===== src/hdl/swr_pkg.sv =====
// Shared types, codes and reset constants of the wheel setpoint ramp block.
// No dependencies; used by every module of the block.
package swr_pkg;

    localparam int SPEED_W = 10;
    localparam int SP_W    = 11;
    localparam int CFG_IDX_W = 3;
    localparam int CFG_DATA_W = 11;

    localparam logic [1:0] OP_KEY  = 2'd0;
    localparam logic [1:0] OP_TICK = 2'd1;
    localparam logic [1:0] OP_CMD  = 2'd2;

    localparam logic [2:0] KEY_ARM  = 3'd1;
    localparam logic [2:0] KEY_FWD  = 3'd2;
    localparam logic [2:0] KEY_BWD  = 3'd3;
    localparam logic [2:0] KEY_STOP = 3'd4;

    localparam logic [1:0] DIR_STOP = 2'd0;
    localparam logic [1:0] DIR_FWD  = 2'd1;
    localparam logic [1:0] DIR_BWD  = 2'd2;
    localparam logic [1:0] DIR_BAD  = 2'd3;

    localparam logic [CFG_IDX_W-1:0] CFG_CRUISE   = 3'd0;
    localparam logic [CFG_IDX_W-1:0] CFG_STEP     = 3'd1;
    localparam logic [CFG_IDX_W-1:0] CFG_KICK_LF  = 3'd2;
    localparam logic [CFG_IDX_W-1:0] CFG_KICK_RF  = 3'd3;
    localparam logic [CFG_IDX_W-1:0] CFG_KICK_BWD = 3'd4;

    localparam logic [SPEED_W-1:0]     RST_CRUISE   = 10'd200;
    localparam logic [SPEED_W-1:0]     RST_STEP     = 10'd4;
    localparam logic [SPEED_W-1:0]     RST_KICK_LF  = 10'd100;
    localparam logic [SPEED_W-1:0]     RST_KICK_RF  = 10'd130;
    localparam logic signed [SP_W-1:0] RST_KICK_BWD = -11'sd120;

    typedef struct packed {
        logic [SPEED_W-1:0]     cruise;
        logic [SPEED_W-1:0]     step;
        logic [SPEED_W-1:0]     kick_lf;
        logic [SPEED_W-1:0]     kick_rf;
        logic signed [SP_W-1:0] kick_back;
    } t_cfg;

endpackage


===== src/hdl/swr_cfg_regs.sv =====
// Configuration register file: cruise speed, ramp step and kick values.
// Depends on swr_pkg.
module swr_cfg_regs (
    input  logic                             i_clk,
    input  logic                             i_rst_n,
    input  logic                             i_wr,
    input  logic [swr_pkg::CFG_IDX_W-1:0]    i_idx,
    input  logic [swr_pkg::CFG_DATA_W-1:0]   i_data,
    output swr_pkg::t_cfg                    o_cfg
);

    swr_pkg::t_cfg r_cfg;

    always_ff @(posedge i_clk) begin
        if (!i_rst_n) begin
            r_cfg.cruise    <= swr_pkg::RST_CRUISE;
            r_cfg.step      <= swr_pkg::RST_STEP;
            r_cfg.kick_lf   <= swr_pkg::RST_KICK_LF;
            r_cfg.kick_rf   <= swr_pkg::RST_KICK_RF;
            r_cfg.kick_back <= swr_pkg::RST_KICK_BWD;
        end else if (i_wr) begin
            unique case (i_idx)
                swr_pkg::CFG_CRUISE:   r_cfg.cruise    <= i_data[swr_pkg::SPEED_W-1:0];
                swr_pkg::CFG_STEP:     r_cfg.step      <= i_data[swr_pkg::SPEED_W-1:0];
                swr_pkg::CFG_KICK_LF:  r_cfg.kick_lf   <= i_data[swr_pkg::SPEED_W-1:0];
                swr_pkg::CFG_KICK_RF:  r_cfg.kick_rf   <= i_data[swr_pkg::SPEED_W-1:0];
                swr_pkg::CFG_KICK_BWD: r_cfg.kick_back <= $signed(i_data);
                default: begin
                end
            endcase
        end
    end

    assign o_cfg = r_cfg;

endmodule


===== src/hdl/swr_wheel_ramp.sv =====
// One wheel's setpoint step toward its destination, with the start kick and clamp.
// Depends on swr_pkg.
module swr_wheel_ramp (
    input  logic signed [swr_pkg::SP_W-1:0]  i_sp,
    input  logic signed [swr_pkg::SP_W-1:0]  i_dest,
    input  logic [swr_pkg::SPEED_W-1:0]      i_step,
    input  logic [swr_pkg::SPEED_W-1:0]      i_kick_fwd,
    input  logic signed [swr_pkg::SP_W-1:0]  i_kick_back,
    output logic signed [swr_pkg::SP_W-1:0]  o_sp
);

    localparam int XW = swr_pkg::SP_W + 1;

    logic signed [XW-1:0] sp_x;
    logic signed [XW-1:0] dest_x;
    logic signed [XW-1:0] up;
    logic signed [XW-1:0] dn;
    logic signed [XW-1:0] cand;
    logic signed [XW-1:0] res;
    logic                 at_zero;

    assign sp_x    = XW'(i_sp);
    assign dest_x  = XW'(i_dest);
    assign up      = sp_x + $signed({2'b00, i_step});
    assign dn      = sp_x - $signed({2'b00, i_step});
    assign at_zero = (i_sp == '0);

    always_comb begin
        cand = sp_x;
        res  = sp_x;
        if (sp_x < dest_x) begin
            cand = at_zero ? $signed({2'b00, i_kick_fwd}) : up;
            res  = (cand > dest_x) ? dest_x : cand;
        end else if (sp_x > dest_x) begin
            cand = at_zero ? XW'(i_kick_back) : dn;
            res  = (cand < dest_x) ? dest_x : cand;
        end
    end

    assign o_sp = res[swr_pkg::SP_W-1:0];

endmodule


===== src/hdl/wheel_setpoint_ramp_with_kick.sv =====
// Wheel setpoint ramp: one request in per cycle while the output is not stalled,
// one result out per request. A request is taken into an input register; when
// the output stage advances, the state/result register is loaded with the full
// state after it and the result becomes valid. Throughput is one request per cycle
// while no result is held by i_out_ready; the update uses both wheel ramps' logic.
// Configuration writes are taken every cycle and belong to idle periods.
// Depends on swr_pkg, swr_cfg_regs and swr_wheel_ramp.
module wheel_setpoint_ramp_with_kick (
    input  logic                                  i_clk,
    input  logic                                  i_rst_n,
    input  logic                                  i_in_valid,
    output logic                                  o_in_ready,
    input  logic [1:0]                            i_op,
    input  logic [2:0]                            i_key,
    input  logic [1:0]                            i_command,
    output logic                                  o_out_valid,
    input  logic                                  i_out_ready,
    output logic signed [swr_pkg::SP_W-1:0]       o_left_target,
    output logic signed [swr_pkg::SP_W-1:0]       o_right_target,
    output logic                                  o_running,
    output logic [1:0]                            o_direction,
    output logic                                  o_armed,
    input  logic                                  i_cfg_valid,
    output logic                                  o_cfg_ready,
    input  logic [swr_pkg::CFG_IDX_W-1:0]         i_cfg_index,
    input  logic [swr_pkg::CFG_DATA_W-1:0]        i_cfg_data
);

    swr_pkg::t_cfg cfg;

    logic       r_in_valid;
    logic [1:0] r_op;
    logic [2:0] r_key;
    logic [1:0] r_cmd;
    logic       r_out_valid;

    logic                            r_armed, n_armed;
    logic [1:0]                      r_dir, n_dir;
    logic signed [swr_pkg::SP_W-1:0] r_left, n_left;
    logic signed [swr_pkg::SP_W-1:0] r_right, n_right;
    logic                            r_running, n_running;

    logic                            advance;
    logic                            armed_key;
    logic signed [swr_pkg::SP_W-1:0] dest;
    logic signed [swr_pkg::SP_W-1:0] left_ramp;
    logic signed [swr_pkg::SP_W-1:0] right_ramp;

    assign o_cfg_ready = 1'b1;

    swr_cfg_regs u_cfg (
        .i_clk   (i_clk),
        .i_rst_n (i_rst_n),
        .i_wr    (i_cfg_valid),
        .i_idx   (i_cfg_index),
        .i_data  (i_cfg_data),
        .o_cfg   (cfg)
    );

    assign advance    = !r_out_valid || i_out_ready;
    assign o_in_ready = !r_in_valid || advance;

    always_ff @(posedge i_clk) begin
        if (!i_rst_n) begin
            r_in_valid  <= 1'b0;
            r_out_valid <= 1'b0;
        end else begin
            if (o_in_ready) begin
                r_in_valid <= i_in_valid;
            end
            if (advance) begin
                r_out_valid <= r_in_valid;
            end
        end
    end

    always_ff @(posedge i_clk) begin
        if (o_in_ready && i_in_valid) begin
            r_op  <= i_op;
            r_key <= i_key;
            r_cmd <= i_command;
        end
    end

    always_comb begin
        unique case (r_dir)
            swr_pkg::DIR_FWD: dest = $signed({1'b0, cfg.cruise});
            swr_pkg::DIR_BWD: dest = -$signed({1'b0, cfg.cruise});
            default:          dest = '0;
        endcase
    end

    swr_wheel_ramp u_left (
        .i_sp        (r_left),
        .i_dest      (dest),
        .i_step      (cfg.step),
        .i_kick_fwd  (cfg.kick_lf),
        .i_kick_back (cfg.kick_back),
        .o_sp        (left_ramp)
    );

    swr_wheel_ramp u_right (
        .i_sp        (r_right),
        .i_dest      (dest),
        .i_step      (cfg.step),
        .i_kick_fwd  (cfg.kick_rf),
        .i_kick_back (cfg.kick_back),
        .o_sp        (right_ramp)
    );

    assign armed_key = r_armed || (r_key == swr_pkg::KEY_ARM);

    always_comb begin
        n_armed   = r_armed;
        n_dir     = r_dir;
        n_left    = r_left;
        n_right   = r_right;
        n_running = r_running;
        if (advance && r_in_valid) begin
            unique case (r_op)
                swr_pkg::OP_KEY: begin
                    n_armed = armed_key;
                    if (r_key == swr_pkg::KEY_ARM) begin
                        n_dir = swr_pkg::DIR_STOP;
                    end
                    if (armed_key) begin
                        if (r_key == swr_pkg::KEY_FWD) begin
                            n_dir = swr_pkg::DIR_FWD;
                        end else if (r_key == swr_pkg::KEY_BWD) begin
                            n_dir = swr_pkg::DIR_BWD;
                        end else if (r_key == swr_pkg::KEY_STOP) begin
                            n_dir = swr_pkg::DIR_STOP;
                        end
                    end
                end
                swr_pkg::OP_TICK: begin
                    if (!r_armed) begin
                        n_left    = '0;
                        n_right   = '0;
                        n_dir     = swr_pkg::DIR_STOP;
                        n_running = 1'b0;
                    end else begin
                        n_left  = left_ramp;
                        n_right = right_ramp;
                        if (r_dir == swr_pkg::DIR_FWD || r_dir == swr_pkg::DIR_BWD) begin
                            n_running = 1'b1;
                        end
                        if (r_dir == swr_pkg::DIR_STOP && left_ramp == '0
                                && right_ramp == '0) begin
                            n_running = 1'b0;
                        end
                    end
                end
                swr_pkg::OP_CMD: begin
                    if (r_cmd != swr_pkg::DIR_BAD) begin
                        n_dir = r_cmd;
                    end
                end
                default: begin
                end
            endcase
        end
    end

    always_ff @(posedge i_clk) begin
        if (!i_rst_n) begin
            r_armed   <= 1'b0;
            r_dir     <= swr_pkg::DIR_STOP;
            r_left    <= '0;
            r_right   <= '0;
            r_running <= 1'b0;
        end else begin
            r_armed   <= n_armed;
            r_dir     <= n_dir;
            r_left    <= n_left;
            r_right   <= n_right;
            r_running <= n_running;
        end
    end

    assign o_out_valid    = r_out_valid;
    assign o_left_target  = r_left;
    assign o_right_target = r_right;
    assign o_running      = r_running;
    assign o_direction    = r_dir;
    assign o_armed        = r_armed;

endmodule


===== config.mk =====
export PLATFORM = sky130hd
export DESIGN_NAME = wheel_setpoint_ramp_with_kick
export DESIGN_NICKNAME = d
export VERILOG_FILES = /design/src/hdl/swr_pkg.sv /design/src/hdl/swr_cfg_regs.sv /design/src/hdl/swr_wheel_ramp.sv /design/src/hdl/wheel_setpoint_ramp_with_kick.sv
export SDC_FILE = /design/constraint.sdc
export NUM_CORES = 1
export LEC_CHECK = 0
export ABC_AREA = 1
export BUFFER_PORTS_ARGS = -buffer_cell sky130_fd_sc_hd__buf_4
export CAP_MARGIN = 40
export CORE_UTILIZATION = 62
export DETAILED_ROUTE_END_ITERATION = 8
export PLACE_DENSITY = 0.81
export SLEW_MARGIN = 20
export SYNTH_ARGS = -nofsm -noshare
export SYNTH_HDL_FRONTEND = slang
export SYNTH_SLANG_ARGS = --single-unit

===== constraint.sdc =====
create_clock -name i_clk -period 4.9 [get_ports i_clk]
set_clock_uncertainty 0.1 [all_clocks]
set_input_delay 0.245 -clock i_clk [delete_from_list [all_inputs] [get_ports i_clk]]
set_output_delay 0.245 -clock i_clk [all_outputs]
set_load 0.02 [all_outputs]

======== After elaboration in Yosys (flattened, before gate mapping) ========
Index checks and enable logic that the tools add are counted.
storage, ports and cells
  flip-flop bits (word level) ............. 86
  bits in latches ......................... 0
  bits in writable memories ............... 0
  ROM bits ................................ 0
  output and inout port bits .............. 29
  memories kept ........................... 0
cells by class
  add/subtract/negate cells ............... 5
  multiply operators ...................... 0
  div/mod/pow operators ................... 0
  $lt $le $gt $ge ......................... 8
  eq/ne operators ......................... 16
  shifts and indexed selects .............. 0
  mux-type cells .......................... 26
  bitwise logic cells ..................... 0
  reduce and logical (&&, ||, !) cells .... 27
operator list
  operator                                        count
  two-way mux 11 bit                              10
  two-way mux 12 bit                              4
  zero test 11 bit                                4
  adder 11 x 11 -> 12 bit                         2
  > comparator 12 x 11 -> 1 bit                   2
  less-than comparator 12 x 11 -> 1 bit           2
  subtractor 11 x 11 -> 12 bit                    2
  > comparator 11 bit                             2
  less-than comparator 11 bit                     2
  one-hot mux 11 bit (2 select lines)             1
  two-way mux 2 bit                               7
  AND reduction 2 bit                             7
  == test 3 x 2 -> 1 bit (second input constant)  4
  negator 10 -> 11 bit                            1
  == test 3 x 1 -> 1 bit (second input constant)  2
  == test 3 bit (second input constant)           2
  != test 2 bit (second input constant)           3
  one-hot mux 2 bit (3 select lines)              1
  == test 2 x 1 -> 1 bit (second input constant)  2
  == test 2 bit (second input constant)           2
  logical AND 1 bit                               4
  zero test 2 bit                                 2
  logical OR 1 bit                                4
  AND reduction 4 bit                             1
  6 further kinds                                 9

======== Logic depth before layout (Yosys ltp) ========
  word-level depth ........................ 11
  depth in mapped cells ................... 34
  mapped depth without buffers ............ 33

======== Cells and area by module ========
From an unflattened synthesis, not the netlist that was laid out.
second synthesis, totals
  cells, all modules ...................... 1477
  area total of the unflattened synthesis .. 9262.6 um^2
modules (own cells, without submodules)
  module                         instances  cells an instance  area each (um^2)  seq. area each (um^2)
  swr_wheel_ramp at u_left       1          468                2706.3            0.0
  swr_wheel_ramp at u_right      1          460                2668.8            0.0
  swr_cfg_regs                   1          288                2003.2            1021.0
  wheel_setpoint_ramp_with_kick  1          261                1884.3            770.7

======== Least setup slack after synthesis ========
Ideal clock, no wire load.
  path type ............................... register to register
  start point ............................. register r_right, in the netlist o_right_target[0]
  end point ............................... register r_running (netlist: o_running)
  setup time .............................. 122 ps
  data arrival time ....................... 3733 ps
  path slack .............................. 945 ps
  cell stages (with the launch flop) ...... 33
  clock period less this slack ............ 3955 ps
  cell sequence ........................... dfxtp_1 inv_1 ha_1 inv_1 fa_1 nand3_1 nand2_1 nand4_1 nand2_1 a21oi_1 o21bai_1 or2_2 nand3_1 inv_1 ha_1 nand2_1 inv_1 nand3_1 inv_1 a21oi_1 nand3_2 nand2_4 nand2_1 nand3_1 nand2_1 nand2_1 nand2_1 inv_1 nand2_1 nor2_1 nand3_1 nand2_1 a21oi_2
between the ends
  longest elaborated chain between the ends .. 10
ends and longest elaborated chain
  what                                                                          line                                        text
  from (decl)                                                                   wheel_setpoint_ramp_with_kick.sv:40         logic signed [swr_pkg::SP_W-1:0] r_right, n_right;
  from (signal assigned)                                                        wheel_setpoint_ramp_with_kick.sv:176        r_right <= n_right;
  subtractor 11 x 11 -> 12 bit or zero test 11 bit (tied branches)              swr_wheel_ramp.sv:25, swr_wheel_ramp.sv:26
  two-way mux 12 bit                                                            swr_wheel_ramp.sv:35                        cand = at_zero ? XW'(i_kick_back) : dn;
  less-than comparator 12 x 11 -> 1 bit                                         swr_wheel_ramp.sv:36                        res = (cand < dest_x) ? dest_x : cand;
  two-way mux 11 bit                                                            swr_wheel_ramp.sv:36
  two-way mux 11 bit                                                            swr_wheel_ramp.sv:34                        end else if (sp_x > dest_x) begin
  two-way mux 11 bit (*)                                                        swr_wheel_ramp.sv:31                        if (sp_x < dest_x) begin
  zero test 11 bit (*)                                                          wheel_setpoint_ramp_with_kick.sv:149        && right_ramp == '0) begin
  logical AND 1 bit (*)                                                         wheel_setpoint_ramp_with_kick.sv:149
  != test 3 x 1 -> 1 bit (no source line) or two-way mux 1 bit (tied branches)  --
  AND reduction 3 bit (no source line) or two-way mux 1 bit (tied branches)     --
  to (signal assigned)                                                          wheel_setpoint_ramp_with_kick.sv:177        r_running <= n_running;
  to (decl)                                                                     wheel_setpoint_ramp_with_kick.sv:41         logic r_running, n_running;
Mark *: on every way between the ends. The rest lies on a longest branch, timed or not.
A chain may end at the register's enable or synchronous reset.

======== Worst setup path after layout ========
  start point ............................. register u_cfg.r_cfg, in the netlist u_cfg.o_cfg[42]
  end point ............................... register r_running (netlist: o_running)
between the ends
  longest elaborated chain between the ends .. 11
ends and longest elaborated chain
  what                                                                          line                                  text
  from (decl)                                                                   swr_cfg_regs.sv:12                    swr_pkg::t_cfg r_cfg;
  negator 10 -> 11 bit                                                          wheel_setpoint_ramp_with_kick.sv:88   swr_pkg::DIR_BWD: dest = -$signed({1'b0, cfg.cruise});
  one-hot mux 11 bit (2 select lines) (*)                                       wheel_setpoint_ramp_with_kick.sv:86   unique case (r_dir)
  less-than comparator 12 x 11 -> 1 bit                                         swr_wheel_ramp.sv:36
  two-way mux 11 bit                                                            swr_wheel_ramp.sv:36
  two-way mux 11 bit                                                            swr_wheel_ramp.sv:34
  two-way mux 11 bit                                                            swr_wheel_ramp.sv:31
  zero test 11 bit                                                              wheel_setpoint_ramp_with_kick.sv:148  if (r_dir == swr_pkg::DIR_STOP && left_ramp == '0
  logical AND 1 bit                                                             wheel_setpoint_ramp_with_kick.sv:148
  logical AND 1 bit (*)                                                         wheel_setpoint_ramp_with_kick.sv:149
  != test 3 x 1 -> 1 bit (no source line) or two-way mux 1 bit (tied branches)  --
  AND reduction 3 bit (no source line) or two-way mux 1 bit (tied branches)     --
Marks and branches as above.

==> flow_summary.yaml <==
synth:
  syn_inst: 1347
  synth_ff_type: "dfxtp_1"
  syn-num-nets: 1493
  synth_simple_gate_area_share: 0.307
  synth_edf_count: 7
  synth.largest_area_cell: "dfxtp_1"
  yosys.area_share.adder: 0.177
  ys_async_sr_fraction: 0
  syn-cell-area_um2: 8630
  muxShareOfSynthArea: 0
  synth_top_family_by_area: "simple AND/OR/NAND/NOR gates"
  synth_area_leaders: "dfxtp_1 (18%), ha_1 (17%), nand2_1 (14%), a21oi_1 (8.5%), inv_1 (7.0%)"
  yosys.area.top_type_share: 0.183
  synth-compound-area-share: 0.196
  ys_seq_area_frac: 0.208
  syn_area_per_cell_um2: 6.41
  yosys_register_bits: 86
  synth-xor-area-share: 0.0183
  synthDistinctLibCells: 50
  yosysWarnings: 0
critical_path:
  critPathMaxStageDelay_ps: 470
  crit_required_ps: 5080
  end_kind: "flop"
  crit_family: "simple AND/OR/NAND/NOR gates"
  worst-path-max-fanout: 19
  path_cells: "inv_1 > ha_1 > nand3_1 > nor2_1 > nand3_1 > nand3_1 > o21a_1 > buf_4 > ha_1 > nand2_1 > nor2_1 > nand3_1 > o2111ai_1 > or2_1 > nand2_2 > inv_2 > nor2_1 > buf_4 > nand3_1 > a21oi_1 > nor3_1 > nand3_1 > nand2_1 > a21oi_2"
  path_buf_inv: 4
  start_kind: "flop"
  path_class: "reg -> reg"
  cp_slowest_cell: "o21a_1"
  cpMostUsedCell: "nand3_1"
  r2r_setup_slack_ps: 270
  arrival_ps: 4810
sta:
  min_period_ps: 4630
  slew_headroom: 0.493
  worst_pin_slew_ps: 753
  period_share: 0.946
  hold_violations: 0
  setup_viol: 0
  max_freq_mhz: 216
  hold_slack_ps: 12.6
  fin_ws_ps: 267
  slew_viol_final: 0
clock_network:
  clkLatencyLatePin_ps: 350
  cts_tree: "built"
  htree_num_levels: 3
  numCtsBuffers: 9
  cts.sinks: 86
  root_buffer: "clkbuf_16"
  cts.clk_slew.worst_paths_ps: 70
  clock_path_buffers: 2
placed_design:
  pre_cts_slack_ps: 276
  port_buffers: 53
  gp_congestion: 1.08
  placed_area_um2: 9330
  place_hpwl_mm: 23.7
routing:
  drt_iter0_drc: 1166
  drt_wl_total_mm: 30.6
  viasPerCell: 6.01
  drc_errors: 0
  wl_per_cell_um: 19.2
  vias: 9598
  ant_nets: 0
  drtPass1Iterations: 7
finish:
  n_fill_cell: 1143
  seqCellArea_um2: 1790
  drive_above_1_share: 0.109
  utilization: 0.728
  multi_input_area_um2: 6060
  syn_to_final_growth_pct: 13.1
  fin_nets: 1560
  postLayoutCellArea_um2: 9760
hold_path:
  min_path_type: "in -> reg"
global_route:
  grt_pass1_vias: 8840
  grt-ovfl-total: 0
  grt_max_degree: 55
  grt_pass1_wl_mm: 46.6
  track_usage: 0.428
  antenna_found_initial: 1
power_and_ir_drop:
  power_density_nw_per_um2: 197
  p_leak_nw: 4.96
  vdd_drop_max_v: 0.000218
floorplanning:
  die_h_um: 120
  rows: 42
  die_w_um: 120
  io_pins: 55
  dieArea_um2: 14400
  initial_core_util: 0.644
  core_area_um2: 13400
outcome:
  status: "completed"
flow_run:
  drv_cap: 0
## cells in the final DEF, fill, tap and decap left out, drive strengths merged, types with 5 or more instances in the layout
cell           n
buf           89
inv          167
xor2          17
clkbuf        10
o21a           5
nor2          95
o211ai        21
clkinv         6
nand2        350
or2           11
edfxtp         7
nand4          5
dlygate4sd3    7
a21oi        149
a31oi          6
dfxtp         79
o21ai        112
nand3        121
nor3          14
o2111ai        5
ha           116
## registers in the layout, indices dropped and copies added (netlist names)
register / count
o_armed: 1
o_direction: 2
o_left_target: 11
o_out_valid: 1
o_right_target: 11
o_running: 1
r_cmd: 2
r_in_valid: 1
r_key: 3
r_op: 2
u_cfg.o_cfg: 51
## worst min-delay path, delay by kind of cell
kind / cells / cell delay, ps
buffers and inverters: 1 / 80
and+or+nand+nor: 2 / 90
## synthesized netlist by cell type (all sizes together), types with 9 or more instances
library cell	instances
o21ai	112
dfxtp	79
xor2	17
inv	165
clkbuf	32
nor2	95
nor3	14
o211ai	21
nand3	121
buf	9
ha	116
or2	11
nand2	350
a21oi	149
## per-layer routing
layer  track usage  part of all wire  vias to the layer above  wire [um]
li1              -                 -                     4605          -
met1         0.543              0.40                     4303      12300
met2         0.675              0.44                      569      13400
met3         0.105              0.11                      121       3480
met4         0.212             0.048                        0       1460
met5             0                 0                        -          0
## worst paths after layout
| check | from | endpoint | cells past startpoint |
|---|---|---|---|
| max | u_cfg.o_cfg[42] | o_running | 24 |
| min | i_cfg_data[10] | u_cfg.o_cfg[10] | 3 |
| max reg2reg | u_cfg.o_cfg[42] | o_running | 24 |
| min reg2reg | u_cfg.o_cfg[13] | u_cfg.o_cfg[13] | 2 |
## repair_timing
action                                 4_1_cts  5_1_grt
hold buffers                                 7        0
setup endpoints to repair                    0        1
resized for setup                            0        8
endpoints found under the hold margin        7        0
buffers inserted                             0        3
## power by group
group          leakage (nW)  switching (mW)  internal [mW]  total, mW
Clock                 0.136           0.325          0.352      0.677
Combinational          4.12           0.335          0.166      0.501
Sequential            0.710          0.0166          0.729      0.745
## cell type report
cell class | instances | area share
multi-input combinational | 1052 | 0.621
timing repair buffer | 97 | 0.0787
tap | 176 | 0.0226
sequential | 86 | 0.184
inverter | 168 | 0.0650
clock inverter | 7 | 0.00590
clock buffer | 9 | 0.0231
antenna | 1 | 0.000256
## stage by stage
stage | TNS [ps] | total power [mW] | cells
floorplan | 0 | 1.10 | 1347
global placement | 0 | 1.22 | 1566
detailed placement | 0 | 1.23 | 1568
CTS | 0 | 1.90 | 1591
global route | -9.52 | 2.00 | 1595
finish | 0 | 1.92 | 1596
## kinds of logic (layout without fill, tap and decap cells)
group | count (synthesis) | count (layout)
AO/OA/AOI/OAI | 310 | 310
adder cells (fa/ha/maj) | 120 | 120
other | 1 | 2
buffers and inverters | 209 | 281
AND/OR/NAND/NOR | 603 | 603
flip-flops | 86 | 86
XOR/XNOR | 18 | 18
Power figures use the tool's default switching activity.
